`src/design/etcs_pkg.sv`:
```
// Shared types and constants for the elapsed time counter.
package etcs_pkg;

    localparam logic [9:0] MAX_HOURS = 10'd999;
    localparam logic [5:0] LAST_UNIT = 6'd59;

    typedef enum logic [1:0] {
        RUN_STOPPED = 2'd0,
        RUN_RUNNING = 2'd1,
        RUN_MAXED   = 2'd2
    } etcs_run_t;

    typedef enum logic [3:0] {
        MODE_TICK    = 4'd0,
        MODE_CLEAR   = 4'd1,
        MODE_START   = 4'd2,
        MODE_STOP    = 4'd3,
        MODE_SET_MAX = 4'd4,
        MODE_ADD_MIN = 4'd5,
        MODE_ADD_HRS = 4'd6,
        MODE_SUB_MIN = 4'd7,
        MODE_SUB_HRS = 4'd8
    } etcs_mode_t;

    typedef struct packed {
        logic [9:0] hours;
        logic [5:0] minutes;
        logic [5:0] seconds;
        logic [5:0] frames;
    } etcs_count_t;

    typedef struct packed {
        etcs_run_t   run;
        etcs_count_t count;
    } etcs_state_t;

    localparam etcs_state_t MAX_STATE = '{
        run:   RUN_MAXED,
        count: '{hours: MAX_HOURS, minutes: LAST_UNIT, seconds: LAST_UNIT, frames: LAST_UNIT}
    };

    localparam etcs_state_t CLEAR_STATE = '{
        run:   RUN_STOPPED,
        count: '{hours: 10'd0, minutes: 6'd0, seconds: 6'd0, frames: 6'd0}
    };

endpackage

```
`src/design/etcs_tick.sv`:
```
// One frame advance with cascaded carries and saturation at the ceiling.
module etcs_tick
(
    input  etcs_pkg::etcs_state_t cur,
    output etcs_pkg::etcs_state_t nxt
);

    always_comb
    begin
        nxt = cur;
        if (cur.run == etcs_pkg::RUN_RUNNING)
        begin
            if (cur.count.frames != etcs_pkg::LAST_UNIT)
            begin
                nxt.count.frames = cur.count.frames + 6'd1;
            end
            else
            begin
                nxt.count.frames = 6'd0;
                if (cur.count.seconds != etcs_pkg::LAST_UNIT)
                begin
                    nxt.count.seconds = cur.count.seconds + 6'd1;
                end
                else
                begin
                    nxt.count.seconds = 6'd0;
                    if (cur.count.minutes != etcs_pkg::LAST_UNIT)
                    begin
                        nxt.count.minutes = cur.count.minutes + 6'd1;
                    end
                    else if (cur.count.hours != etcs_pkg::MAX_HOURS)
                    begin
                        nxt.count.minutes = 6'd0;
                        nxt.count.hours   = cur.count.hours + 10'd1;
                    end
                    else
                    begin
                        // carry out of the top hour: pin at the ceiling
                        nxt = etcs_pkg::MAX_STATE;
                    end
                end
            end
        end
    end

endmodule

```
`src/design/etcs_cmd.sv`:
```
// Command decode and next-state logic, including the follow-up tick.
module etcs_cmd
(
    input  etcs_pkg::etcs_state_t cur,
    input  logic [3:0]            mode,
    input  logic [14:0]           amount,
    output etcs_pkg::etcs_state_t nxt
);

    // x / 60 as (x * ceil(2^21 / 60)) >> 21, exact for x below 74898
    localparam logic [16:0] DIV60_MUL   = 17'd34953;
    localparam int          DIV60_SHIFT = 21;

    logic [15:0]           amount_ext;
    logic [15:0]           min_total;
    logic [15:0]           tot_min;
    logic [15:0]           tot_diff;
    logic                  sub_min_under;
    logic [15:0]           div_in;
    logic [32:0]           div_prod;
    logic [10:0]           div_q;
    logic [15:0]           div_rem;
    logic [10:0]           add_min_hours;
    logic [15:0]           add_hrs_sum;
    logic                  sub_hrs_under;
    logic                  do_tick;
    etcs_pkg::etcs_state_t pre;
    etcs_pkg::etcs_state_t ticked;

    assign amount_ext = {1'b0, amount};
    assign min_total  = {10'd0, cur.count.minutes} + amount_ext;

    // hours * 60 + minutes as shift and subtract
    assign tot_min = {cur.count.hours, 6'd0} - {4'd0, cur.count.hours, 2'd0}
                   + {10'd0, cur.count.minutes};
    assign sub_min_under = tot_min < amount_ext;
    assign tot_diff      = tot_min - amount_ext;

    // share one reciprocal multiplier between the two minute commands
    assign div_in   = (mode == etcs_pkg::MODE_SUB_MIN) ? tot_diff : min_total;
    assign div_prod = {17'd0, div_in} * {16'd0, DIV60_MUL};
    assign div_q    = div_prod[DIV60_SHIFT +: 11];
    assign div_rem  = div_in - ({div_q[9:0], 6'd0} - {4'd0, div_q[9:0], 2'd0});

    assign add_min_hours = {1'b0, cur.count.hours} + div_q;
    assign add_hrs_sum   = {6'd0, cur.count.hours} + amount_ext;
    assign sub_hrs_under = {6'd0, cur.count.hours} < amount_ext;

    always_comb
    begin
        pre     = cur;
        do_tick = 1'b0;
        case (mode)
            etcs_pkg::MODE_TICK:
            begin
                do_tick = 1'b1;
            end
            etcs_pkg::MODE_CLEAR:
            begin
                pre = etcs_pkg::CLEAR_STATE;
            end
            etcs_pkg::MODE_START:
            begin
                pre.run = etcs_pkg::RUN_RUNNING;
            end
            etcs_pkg::MODE_STOP:
            begin
                pre.run = etcs_pkg::RUN_STOPPED;
            end
            etcs_pkg::MODE_SET_MAX:
            begin
                pre = etcs_pkg::MAX_STATE;
            end
            etcs_pkg::MODE_ADD_MIN:
            begin
                do_tick = 1'b1;
                if (add_min_hours > {1'b0, etcs_pkg::MAX_HOURS})
                begin
                    pre = etcs_pkg::MAX_STATE;
                end
                else
                begin
                    pre.count.hours   = add_min_hours[9:0];
                    pre.count.minutes = div_rem[5:0];
                end
            end
            etcs_pkg::MODE_ADD_HRS:
            begin
                do_tick = 1'b1;
                if (add_hrs_sum > {6'd0, etcs_pkg::MAX_HOURS})
                begin
                    pre = etcs_pkg::MAX_STATE;
                end
                else
                begin
                    pre.count.hours = add_hrs_sum[9:0];
                end
            end
            etcs_pkg::MODE_SUB_MIN:
            begin
                do_tick = 1'b1;
                if (sub_min_under)
                begin
                    pre     = etcs_pkg::CLEAR_STATE;
                    pre.run = etcs_pkg::RUN_RUNNING;
                end
                else
                begin
                    pre.count.hours   = div_q[9:0];
                    pre.count.minutes = div_rem[5:0];
                end
            end
            etcs_pkg::MODE_SUB_HRS:
            begin
                if (sub_hrs_under)
                begin
                    pre     = etcs_pkg::CLEAR_STATE;
                    pre.run = etcs_pkg::RUN_RUNNING;
                end
                else
                begin
                    do_tick         = 1'b1;
                    pre.count.hours = cur.count.hours - amount[9:0];
                end
            end
            default:
            begin
                pre = cur;
            end
        endcase
    end

    etcs_tick u_tick
    (
        .cur (pre),
        .nxt (ticked)
    );

    assign nxt = do_tick ? ticked : pre;

endmodule

```
`src/design/elapsed_time_counter_saturating_unit.sv`:
```
// An accepted word waits in the command register until the result slot is free
// or draining, then its result goes to the counter register. Throughput: one word
// per cycle while out_stall is low; the whole command, including the follow-up
// tick, resolves between the command register and the counter register. While
// out_stall holds a result, the command register still takes one more word.
// Reset: counter clears to 000:00:00:00, stopped, and both stages empty.
module elapsed_time_counter_saturating_unit
(
    input  logic        clk,
    input  logic        rst_n,

    input  logic        in_valid,
    output logic        in_stall,
    input  logic [3:0]  mode,
    input  logic [14:0] amount,

    output logic        out_valid,
    input  logic        out_stall,
    output logic [9:0]  hours,
    output logic [5:0]  minutes,
    output logic [5:0]  seconds,
    output logic [5:0]  frames,
    output logic [1:0]  run_state
);

    // command register: holds one accepted word until the counter takes it
    logic        cmd_valid_reg;
    logic        cmd_valid_next;
    logic [3:0]  cmd_mode_reg;
    logic [14:0] cmd_amount_reg;

    // counter register doubles as the result register: it only changes
    // when a new result is produced, so it always shows the latest one
    etcs_pkg::etcs_state_t state_reg;
    etcs_pkg::etcs_state_t state_next;
    logic                  out_valid_reg;
    logic                  out_valid_next;

    logic in_accept;
    logic advance;

    // advance a command when the result slot is empty or being drained
    assign advance   = cmd_valid_reg && (!out_valid_reg || !out_stall);
    assign in_stall  = cmd_valid_reg && !advance;
    assign in_accept = in_valid && !in_stall;

    always_comb
    begin
        cmd_valid_next = cmd_valid_reg;
        if (in_accept)
        begin
            cmd_valid_next = 1'b1;
        end
        else if (advance)
        begin
            cmd_valid_next = 1'b0;
        end
    end

    assign out_valid_next = advance || (out_valid_reg && out_stall);

    etcs_cmd u_cmd
    (
        .cur    (state_reg),
        .mode   (cmd_mode_reg),
        .amount (cmd_amount_reg),
        .nxt    (state_next)
    );

    always_ff @(posedge clk or negedge rst_n)
    begin
        if (!rst_n)
        begin
            cmd_valid_reg <= 1'b0;
            out_valid_reg <= 1'b0;
            state_reg     <= etcs_pkg::CLEAR_STATE;
        end
        else
        begin
            cmd_valid_reg <= cmd_valid_next;
            out_valid_reg <= out_valid_next;
            // hold the counter unless a command resolves this cycle
            if (advance)
            begin
                state_reg <= state_next;
            end
        end
    end

    // payload of the command register needs no reset
    always_ff @(posedge clk)
    begin
        if (in_accept)
        begin
            cmd_mode_reg   <= mode;
            cmd_amount_reg <= amount;
        end
    end

    assign out_valid = out_valid_reg;
    assign hours     = state_reg.count.hours;
    assign minutes   = state_reg.count.minutes;
    assign seconds   = state_reg.count.seconds;
    assign frames    = state_reg.count.frames;
    assign run_state = state_reg.run;

endmodule

```
`config.mk`:
```
export PLATFORM = sky130hd
export DESIGN_NAME = elapsed_time_counter_saturating_unit
export DESIGN_NICKNAME = d
export VERILOG_FILES = /design/src/design/etcs_pkg.sv /design/src/design/etcs_tick.sv /design/src/design/etcs_cmd.sv /design/src/design/elapsed_time_counter_saturating_unit.sv
export SDC_FILE = /design/constraint.sdc
export NUM_CORES = 1
export LEC_CHECK = 0
export BUFFER_PORTS_ARGS = -buffer_cell sky130_fd_sc_hd__buf_2
export CORE_AREA = 8 8 137 139
export DETAILED_ROUTE_END_ITERATION = 10
export DIE_AREA = 0 0 145 147
export PLACE_DENSITY = 0.79
export RECOVER_POWER = 50
export SYNTH_ARGS = -nofsm -noshare
export SYNTH_HDL_FRONTEND = slang
export SYNTH_SLANG_ARGS = --single-unit
```
`constraint.sdc`:
```
create_clock -name clk -period 15.67 [get_ports clk]
set_input_delay 1.567 -clock clk [delete_from_list [all_inputs] [get_ports clk]]
set_output_delay 1.567 -clock clk [all_outputs]
set_load 0.02 [all_outputs]
```
==> run_results.csv, run 1 <==
group,metric,value,unit
global_routing,number_of_global_route_vias_before_repair,9291,
status,run_status,"finished, violations left",
global_routing,globalRouteMet3Util,0.04429,
worst_setup_path,crit_fanout,14,
layout,area_grow_syn2layout,5.894,%
route,wl,29960,um
sta,totalNegativeSetupSlack,0,ns
cts,cts_made_buffers,5,
route,drt_iter0_drc,983,
floorplan,die_width,145,um
worst_setup_path,path_common_cell,"sky130_fd_sc_hd__ha_1",
floorplan,design.portCount,55,
logic_synthesis,post_synth_fa_ha_maj_area_fraction,0.2574,
logic_synthesis,synth_top_flop_cell,"sky130_fd_sc_hd__dfrtp_1",
layout,layout-drive-gt1-share,0.07528,
logic_synthesis,post_synth_xor_area_fraction,0.05475,
floorplan,chipHeight,147,um
worst_setup_path,worstPathRequired,15.87,ns
cts,worst_setup_hold_path_clk_slew,0.07,ns
global_routing,met2_usage_grt,0.4523,
logic_synthesis,ys_seq_elements,51,
worst_setup_path,critical_path.startpoint_type,"flip-flop",
layout,diodes,0,
global_routing,global_route.overflow_total,0,
sta,clock.fmax,77.50,MHz
worst_setup_path,critPathKind,"reg -> reg",
worst_setup_path,crit_buf_inv,4,
floorplan,design.die.area,0.02132,sq mm
global_routing,grt_start_max_net_pins,33,
sta,setup-violations-final,0,
layout,final_cell_mix,"sky130_fd_sc_hd__ha_1 (169), sky130_fd_sc_hd__inv_1 (103), sky130_fd_sc_hd__nand2_1 (94)",
min_path,min-delay-path-class,"reg -> reg",
status,violations,"max-capacitance violations, max-slew violations",
cts,ctsHtreeMaxLevel,2,
global_routing,grt_pass1_wl,47730,um
place,placer_congestion,1.037,
sta,period_minus_slack,12.90,ns
logic_synthesis,ys_async_sr_fraction,0.6275,
place,detailedPlacementHpwl,24370,um
cts,cts-root-to-sink-buffers,2,
route,antenna_violating_nets_post_route,0,
global_routing,busiest_layer,"met2",
sta,timing.final.crit_share,0.8234,
logic_synthesis,synth_area_leader_cell,"sky130_fd_sc_hd__ha_1",
route,route.detailed.drc,0,
sta,worst-slew-pin-transition,1.772,ns
cts,post_cts_resize_count,0,
logic_synthesis,postSynthCellCount,1228,
route,first_pass_iters,5,
layout,largest_register_ff_count,15,
global_routing,grt_total_usage,0.2739,
logic_synthesis,netlist_area,0.009849,sq mm
cts,cts.root.buffer_cell,"sky130_fd_sc_hd__clkbuf_16",
sta,finalMaxSlewViolations,33,
cts,clock_sink_count,51,
logic_synthesis,synth_simple_gate_area_share,0.2104,
layout,layout_commonest_cell,"sky130_fd_sc_hd__ha_1",
route,routed_wire_length_per_instance,20.15,um
global_routing,grt_util_met1,0.3427,
cts,tritoncts,"built",
cts,total_setup_buffers_inserted_after_cts,0,
flow_run,max_cap_viols,1,
floorplan,core_region_area,0.01676,sq mm
cts,cts_hold_buf,0,
floorplan,initial_utilization,0.5878,
route,via_count,9872,
global_routing,number_of_antenna_violations_at_the_first_check_in_global_routing,0,
logic_synthesis,share_of_yosys_cell_area_claimed_by_the_top_area_cell_type,0.2147,
cts,clock_latency,0.30,ns
logic_synthesis,synth_area_leaders,"sky130_fd_sc_hd__ha_1 (21%), sky130_fd_sc_hd__dfrtp_1 (8.1%), sky130_fd_sc_hd__edfxtp_1 (5.8%), sky130_fd_sc_hd__fa_1 (4.3%), sky130_fd_sc_hd__a21oi_1 (4.1%)",
sta,max-slew-margin-rel,-0.1814,
logic_synthesis,synth_warnings,0,
logic_synthesis,synth-compound-area-share,0.2806,
logic_synthesis,synth_nets,1441,
logic_synthesis,synth_top_family_by_area,"compound AO/OA/AOI/OAI gates",
sta,final_hold_violation_count,0,
logic_synthesis,netlist-cell-type-count,104,
sta,timing.hold.ws,0.5220,ns
place,numPortBuffers,54,
logic_synthesis,synth-seq-area-share,0.1392,
logic_synthesis,muxShareOfSynthArea,0.004192,
worst_setup_path,worst_setup_path_end_kind,"flip-flop",
layout,finish.net_count,1475,
sta,fin_worst_skew,0.01326,ns
sta,rsz_0062_raised_after_global_routing,"no",
logic_synthesis,synth-edff-count,19,
logic_synthesis,postSynthAreaPerCell,8.021,sq um
floorplan,rows,48,
worst_setup_path,critical_path_slowest_stage_cell,"sky130_fd_sc_hd__a21boi_1",
worst_setup_path,crit_arrival,13.10,ns
worst_setup_path,cp_top_family,"compound AO/OA/AOI/OAI gates",
route,vias_per_cell,6.639,
worst_setup_path,critPathMaxStageDelay,0.71,ns
==> per-stage QoR <==
| stage | std cells | utilization | worst slack (ns) | cell area (sq um) |
|---|---|---|---|---|
| 5_1_grt | 1487 | 0.6225 | 1.623 | 10430 |
| 4_1_cts | 1487 | 0.6236 | 2.921 | 10450 |
| 2_1_floorplan | 1228 | - | 4.432 | 9849 |
| 3_3_place_gp | 1480 | 0.6155 | 3.368 | 10310 |
| 6_report | 1487 | 0.6225 | 2.768 | 10430 |
| 3_5_place_dp | 1480 | 0.6155 | 2.949 | 10310 |
==> worst register-to-register path: cells and delay by family, from the launching register on <==
| kind | cells | cell delay (ns) |
|---|---|---|
| compound gates | 20 | 5.17 |
| fa+ha+maj | 8 | 2.84 |
| buf+inv | 4 | 0.46 |
| flops | 1 | 0.70 |
| simple gates | 15 | 3.60 |
==> synth_stat cells (5+ instances only) <==
master / n
sky130_fd_sc_hd__ha_1: 169
sky130_fd_sc_hd__inv_1: 103
sky130_fd_sc_hd__nand2_1: 94
sky130_fd_sc_hd__nor2_1: 93
sky130_fd_sc_hd__a21oi_1: 80
sky130_fd_sc_hd__o21ai_0: 64
sky130_fd_sc_hd__xnor2_1: 41
sky130_fd_sc_hd__nand3_1: 35
sky130_fd_sc_hd__dfrtp_1: 32
sky130_fd_sc_hd__a31oi_1: 27
sky130_fd_sc_hd__a21o_1: 25
sky130_fd_sc_hd__clkbuf_1: 25
sky130_fd_sc_hd__nor3_1: 24
sky130_fd_sc_hd__fa_1: 21
sky130_fd_sc_hd__edfxtp_1: 19
sky130_fd_sc_hd__o21a_1: 19
sky130_fd_sc_hd__a211oi_1: 18
sky130_fd_sc_hd__xor2_1: 18
sky130_fd_sc_hd__o211ai_1: 16
sky130_fd_sc_hd__nand2b_1: 15
sky130_fd_sc_hd__nor2b_1: 15
sky130_fd_sc_hd__o21ai_1: 15
sky130_fd_sc_hd__nand4_1: 14
sky130_fd_sc_hd__o31ai_1: 14
sky130_fd_sc_hd__a211o_1: 13
sky130_fd_sc_hd__and2_1: 13
sky130_fd_sc_hd__and3_1: 12
sky130_fd_sc_hd__nor4_1: 11
sky130_fd_sc_hd__or3_1: 11
sky130_fd_sc_hd__a41oi_1: 9
sky130_fd_sc_hd__o2111ai_1: 8
sky130_fd_sc_hd__buf_2: 7
sky130_fd_sc_hd__o22ai_1: 7
sky130_fd_sc_hd__a21boi_0: 6
sky130_fd_sc_hd__and4_1: 6
sky130_fd_sc_hd__nor3b_1: 5
sky130_fd_sc_hd__o21bai_1: 5
sky130_fd_sc_hd__or2_2: 5
sky130_fd_sc_hd__or4_1: 5
==> per-layer routing <==
layer / share of wire / wire (um) / up-vias
met5: 0 / 0 / -
met4: 0.047 / 1419 / 0
met3: 0.083 / 2484 / 86
met2: 0.45 / 13580 / 439
met1: 0.42 / 12470 / 4641
li1: - / - / 4706
==> cells by family after synthesis <==
group | Yosys count
compound gates | 394
xor+xnor | 60
fa+ha+maj | 190
buf+inv | 137
flops | 51
mux | 4
simple gates | 392
==> area by class of cell <==
class,instances,area (sq um)
fillers,1471,6326
clock buffers,6,128.9
multi-input cells,1040,7951
flip-flops and latches,51,1371
clock inverters,1,6.256
inverters,103,386.6
repair buffers,61,304.0
well taps,225,281.5
==> path summary, 6_finish.rpt <==
kind / endpoint / slack [ns] / from / cells past startpoint
worst min-delay path: out_valid$_DFF_PN0_ / 0.52 / cmd_valid_reg$_DFFE_PN0P_ / 1
max in group asynchronous: run_state[0]$_DFFE_PN0P_ / 12.90 / rst_n / 1
worst max-delay path: hours[9]$_DFFE_PN0P_ / 2.77 / hours[1]$_DFFE_PN0P_ / 47
worst max register to register: hours[9]$_DFFE_PN0P_ / 2.77 / hours[1]$_DFFE_PN0P_ / 47
worst min register to register: out_valid$_DFF_PN0_ / 0.52 / cmd_valid_reg$_DFFE_PN0P_ / 1
min in group asynchronous: minutes[2]$_DFFE_PN0P_ / 1.74 / rst_n / 1
Power of run 1 is not shown: default switching activity piles up to over one toggle a cycle in this logic, so the estimate is an artifact.
==> inputs of run 2 (changes only) <==
==> constraint.sdc (replaced) <==
create_clock -name clk -period 12.1 [get_ports clk]
set_input_delay 1.21 -clock clk [delete_from_list [all_inputs] [get_ports clk]]
set_output_delay 1.21 -clock clk [all_outputs]
set_load 0.02 [all_outputs]
==> run 2 against run 1 <==
The run still ends with max-capacitance violations, max-slew violations left. Via count is 2.0% higher. Clock-buffer cell count is 2 higher. Global-route usage is 1.3 points higher. Cell area is 3.3% higher. Flip-flop and latch count stayed put. Routed wire length is 6.8% higher. Worst hold slack better by 0.0040 ns. Critical path depth is 1 lower. Register-to-register slack worse by 2.2 ns. Highest routed layer unchanged.
==> run_results.csv, run 2 (synthesis gave the netlist of run 1 again) <==
group,metric,value,unit
cts,worst_setup_hold_path_clk_slew,0.07,ns
cts,cts.root.buffer_cell,"sky130_fd_sc_hd__clkbuf_16",
worst_setup_path,critical_path_slowest_stage_cell,"sky130_fd_sc_hd__or4_1",
floorplan,chipHeight,147,um
route,routed_wire_length_per_instance,21.14,um
floorplan,design.die.area,0.02132,sq mm
route,antenna_violating_nets_post_route,0,
layout,diodes,0,
route,dr.max_layer_used,"met4",
route,vias_per_cell,6.653,
worst_setup_path,critPathMaxStageDelay,0.55,ns
floorplan,initial_utilization,0.5878,
global_routing,grt_total_usage,0.2870,
route,dr_wl_met2,14510,um
sta,finalMaxSlewViolations,33,
route,first_pass_iters,6,
sta,max-slew-margin-rel,-0.2574,
route,via_count,10072,
cts,cts-root-to-sink-buffers,2,
floorplan,rows,48,
cts,clock_latency,0.30,ns
place,numPortBuffers,54,
cts,ctsHtreeMaxLevel,2,
worst_setup_path,crit_arrival,11.67,ns
sta,final_hold_violation_count,0,
worst_setup_path,cp_top_family,"compound AO/OA/AOI/OAI gates",
layout,layout_commonest_cell,"sky130_fd_sc_hd__ha_1",
cts,cts_made_buffers,5,
worst_setup_path,critPathKind,"reg -> reg",
layout,regArea,0.001373,sq mm
layout,largest_register_ff_count,15,
sta,worst-slew-pin-transition,1.886,ns
global_routing,grt_start_max_net_pins,33,
sta,clock.fmax,86.93,MHz
worst_setup_path,rrSetupSlack,0.60,ns
layout,final_cell_mix,"sky130_fd_sc_hd__ha_1 (168), sky130_fd_sc_hd__inv_1 (103), sky130_fd_sc_hd__nand2_1 (94)",
worst_setup_path,worstPathRequired,12.27,ns
sta,setup-violations-final,0,
route,wl,32010,um
place,placer_congestion,1.002,
worst_setup_path,crit_fanout,17,
layout,finish.net_count,1501,
floorplan,die_width,145,um
route,wl_met1,12800,um
min_path,min-delay-path-class,"reg -> reg",
sta,period_minus_slack,11.50,ns
place,detailedPlacementHpwl,25760,um
worst_setup_path,crit_buf_inv,5,
sta,timing.final.crit_share,0.9507,
layout,area_grow_syn2layout,9.425,%
flow_run,max_cap_viols,1,
global_routing,number_of_global_route_vias_before_repair,9464,
route,drt_iter0_drc,1084,
cts,cts_hold_buf,0,
worst_setup_path,worst_setup_path_end_kind,"flip-flop",
status,run_status,"finished, violations left",
route,wl_met3,2901,um
layout,layout-drive-gt1-share,0.1063,
floorplan,design.portCount,55,
cts,tritoncts,"built",
worst_setup_path,path_common_cell,"sky130_fd_sc_hd__ha_1",
route,route.detailed.drc,0,
global_routing,grt_pass1_wl,49880,um
cts,clock_sink_count,51,
status,violations,"max-capacitance violations, max-slew violations",
global_routing,number_of_antenna_violations_at_the_first_check_in_global_routing,0,
global_routing,global_route.overflow_total,0,
sta,fin_worst_skew,0.008648,ns
layout,fillers,1413,
layout,multi_input_comb_area,0.008080,sq mm
worst_setup_path,critical_path.startpoint_type,"flip-flop",
floorplan,core_region_area,0.01676,sq mm
sta,totalNegativeSetupSlack,0,ns
==> run 2: cell types whose count changed in the layout (fill, tap and decap cells not counted), moves of 2 or more <==
cell | before | now
sky130_fd_sc_hd__buf_4 | 7 | 33
sky130_fd_sc_hd__a2111oi_0 | 2 | 0
sky130_fd_sc_hd__a2111oi_1 | 0 | 2
sky130_fd_sc_hd__a31oi_1 | 27 | 25
sky130_fd_sc_hd__a31oi_2 | 0 | 2
sky130_fd_sc_hd__nor4_4 | 1 | 3
==> run 2: path summary, 6_finish.rpt <==
kind                                                 from  depth (start not counted)                     end
worst max-delay path                 hours[0]$_DFFE_PN0P_                         46    hours[8]$_DFFE_PN0P_
worst min-delay path            cmd_valid_reg$_DFFE_PN0P_                          1     out_valid$_DFF_PN0_
worst max register to register       hours[0]$_DFFE_PN0P_                         46    hours[8]$_DFFE_PN0P_
min in group asynchronous                           rst_n                          1  minutes[1]$_DFFE_PN0P_
worst min register to register  cmd_valid_reg$_DFFE_PN0P_                          1     out_valid$_DFF_PN0_
max in group asynchronous                           rst_n                          1    hours[0]$_DFFE_PN0P_
==> run 2: layout make-up <==
class	count	share of cell area
Multi-Input combinational cell	1040	0.7497
Inverter	103	0.03587
Timing Repair Buffer	87	0.04632
Clock buffer	8	0.01463
Tap cell	225	0.02612
Sequential cell	51	0.1274
==> run 2: worst register-to-register path: cells and delay by family (launching register included) <==
kind,cells,cell delay (ns)
AO/OA/AOI/OAI,17,3.67
AND/OR/NAND/NOR,12,2.99
buffers and inverters,5,0.49
XOR/XNOR,2,0.33
adder cells (fa/ha/maj),10,3.39
flip-flops,1,0.46
==> run 2: metrics by stage <==
stage | std cells | area, sq um | setup slack [ns] | hold slack, ns | util
final | 1514 | 10780 | 0.5962 | 0.5260 | 0.6432
after global routing | 1514 | 10780 | -0.09579 | 0.5461 | 0.6432
after CTS | 1506 | 10610 | 0.03114 | 0.5284 | 0.6330
after detailed placement | 1498 | 10450 | 0.01561 | 0.5099 | 0.6236
after global placement | 1498 | 10450 | 0.2833 | 0.4970 | 0.6236
after floorplan | 1228 | 9849 | 0.8616 | 0.4713 | -
==> run 2: repair_timing <==
action | 4_1_cts | 5_1_grt
hold endpoints to repair | 0 | 0
pin swaps | 0 | 6
endpoints found under the setup margin | 2 | 30
resized for setup | 1 | 24
setup buffers | 0 | 8
==> run 2: routing by layer <==
metal | track usage | vias to the layer above
met1 | 0.3476 | 4685
met2 | 0.4724 | 545
met5 | 0 | -
met3 | 0.05660 | 119
li1 | - | 4723
met4 | 0.1568 | 0
Power of run 2 is left out for the same reason.
==> inputs of run 3 (changes only) <==
--- a/config.mk
+++ b/config.mk
@@ -9,6 +9,7 @@
 export CORE_AREA = 8 8 137 139
 export DETAILED_ROUTE_END_ITERATION = 10
 export DIE_AREA = 0 0 145 147
+export GPL_TIMING_DRIVEN = 0
 export PLACE_DENSITY = 0.79
 export RECOVER_POWER = 50
 export SYNTH_ARGS = -nofsm -noshare
==> run 3 against run 2 <==
Cell count rose by 1.3%. The flow still finishes with violations (max-capacitance violations, max-slew violations). Worst hold slack got worse by 0.014 ns. Highest routed layer unchanged. Routed wire length fell by 1.2%. Utilization rose by 0.58 points. First-iteration DRC count fell by 8.7%.
==> run_results.csv, run 3 (synthesis gave the netlist of run 1 again) <==
group,metric,value,unit
sta,timing.hold.ws,0.5123,ns
sta,max-slew-margin-rel,-0.1743,
cts,clock_latency,0.30,ns
layout,fin_util,0.6490,
global_routing,grt_start_max_net_pins,33,
floorplan,initial_utilization,0.5878,
global_routing,number_of_antenna_violations_at_the_first_check_in_global_routing,0,
sta,fin_worst_skew,0.01102,ns
global_routing,number_of_global_route_vias_before_repair,9629,
global_routing,grt_total_usage,0.2870,
layout,diodes,0,
cts,cts.root.buffer_cell,"sky130_fd_sc_hd__clkbuf_16",
floorplan,die_width,145,um
route,vias_per_cell,6.545,
worst_setup_path,crit_buf_inv,5,
sta,setup-violations-final,0,
floorplan,design.die.area,0.02132,sq mm
sta,post-route-worst-setup-slack,0.5280,ns
status,violations,"max-capacitance violations, max-slew violations",
global_routing,grt_pass1_wl,50060,um
floorplan,design.portCount,55,
sta,worst-slew-pin-transition,1.762,ns
layout,final_cell_mix,"sky130_fd_sc_hd__ha_1 (168), sky130_fd_sc_hd__inv_1 (103), sky130_fd_sc_hd__nand2_1 (94)",
global_routing,met2_usage_grt,0.4664,
sta,clock.fmax,86.42,MHz
sta,final_hold_violation_count,0,
cts,cts_made_buffers,5,
floorplan,chipHeight,147,um
layout,area_grow_syn2layout,10.42,%
sta,period_minus_slack,11.57,ns
route,drt_iter0_drc,990,
floorplan,core_region_area,0.01676,sq mm
worst_setup_path,critical_path_slowest_stage_cell,"sky130_fd_sc_hd__o31ai_2",
worst_setup_path,critical_path.startpoint_type,"flip-flop",
sta,timing.final.crit_share,0.9564,
route,antenna_violating_nets_post_route,0,
cts,clock_sink_count,51,
cts,cts-root-to-sink-buffers,2,
cts,cts_hold_buf,0,
place,dpl_worst_slack,-1.231,ns
place,numPortBuffers,54,
cts,ctsHtreeMaxLevel,2,
worst_setup_path,worst_setup_path_end_kind,"flip-flop",
flow_run,max_cap_viols,1,
worst_setup_path,critPathMaxStageDelay,0.55,ns
layout,largest_register_ff_count,15,
global_routing,globalRouteMet3Util,0.03107,
route,first_pass_iters,5,
floorplan,rows,48,
worst_setup_path,crit_fanout,10,
route,via_count,10033,
worst_setup_path,cp_top_family,"compound AO/OA/AOI/OAI gates",
global_routing,grt_util_met1,0.3711,
layout,layout_commonest_cell,"sky130_fd_sc_hd__ha_1",
worst_setup_path,critPathKind,"reg -> reg",
place,placer_congestion,0.9895,
layout,layout-drive-gt1-share,0.1193,
min_path,min-delay-path-class,"reg -> reg",
route,wl,31630,um
route,route.detailed.drc,0,
global_routing,global_route.overflow_total,0,
sta,finalMaxSlewViolations,33,
route,routed_wire_length_per_instance,20.64,um
cts,tritoncts,"built",
global_routing,busiest_layer,"met2",
worst_setup_path,worstPathRequired,12.26,ns
status,run_status,"finished, violations left",
layout,finish.net_count,1521,
worst_setup_path,path_common_cell,"sky130_fd_sc_hd__ha_1",
cts,worst_setup_hold_path_clk_slew,0.07,ns
worst_setup_path,crit_arrival,11.73,ns
place,detailedPlacementHpwl,25340,um
run 3: cell type report:
class / count / area (sq um)
flip-flops and latches: 51 / 1385
fillers: 1448 / 5881
inverters: 103 / 386.6
repair buffers: 73 / 394.1
well taps: 225 / 281.5
plain buffers: 34 / 147.6
clock buffers: 6 / 128.9
multi-input cells: 1040 / 8145
clock inverters: 1 / 6.256
run 3: timing repair:
item | in CTS | in global routing
setup endpoints to repair | 30 | 30
buffers inserted | 2 | 17
pin swaps | 2 | 7
resized for setup | 19 | 42
hold endpoints to repair | 0 | 0
run 3: final timing paths:
check | from | end | slack, ns | cells after the start
setup / recovery | hours[0]$_DFFE_PN0P_ | hours[4]$_DFFE_PN0P_ | 0.53 | 45
hold / removal | cmd_valid_reg$_DFFE_PN0P_ | out_valid$_DFF_PN0_ | 0.51 | 1
setup reg to reg | hours[0]$_DFFE_PN0P_ | hours[4]$_DFFE_PN0P_ | 0.53 | 45
hold reg to reg | cmd_valid_reg$_DFFE_PN0P_ | out_valid$_DFF_PN0_ | 0.51 | 1
max in group asynchronous | rst_n | hours[1]$_DFFE_PN0P_ | 9.46 | 1
min in group asynchronous | rst_n | minutes[4]$_DFFE_PN0P_ | 1.37 | 1
run 3: worst register-to-register path, delay by kind of cell, from the launching register on:
family                   cells  cell delay (ns)
AO/OA/AOI/OAI               18             3.82
adder cells (fa/ha/maj)     10             3.37
AND/OR/NAND/NOR             10             2.54
buffers and inverters        5             0.71
XOR/XNOR                     2             0.58
flip-flops                   1             0.44
run 3: per-stage QoR:
| stage | TNS, ns | area [sq um] | instances |
|---|---|---|---|
| after floorplan | 0 | 9849 | 1228 |
| after global placement | -26.98 | 10400 | 1507 |
| after detailed placement | -30.85 | 10400 | 1507 |
| after CTS | -0.001556 | 10620 | 1516 |
| after global routing | -0.03536 | 10880 | 1533 |
| final | 0 | 10880 | 1533 |
run 3: metal layers:
layer / share of wire / up-vias
li1: - / 4766
met1: 0.42 / 4707
met2: 0.45 / 470
met3: 0.075 / 90
met4: 0.050 / 0
met5: 0 / -
Power of run 3 is left out for the same reason.
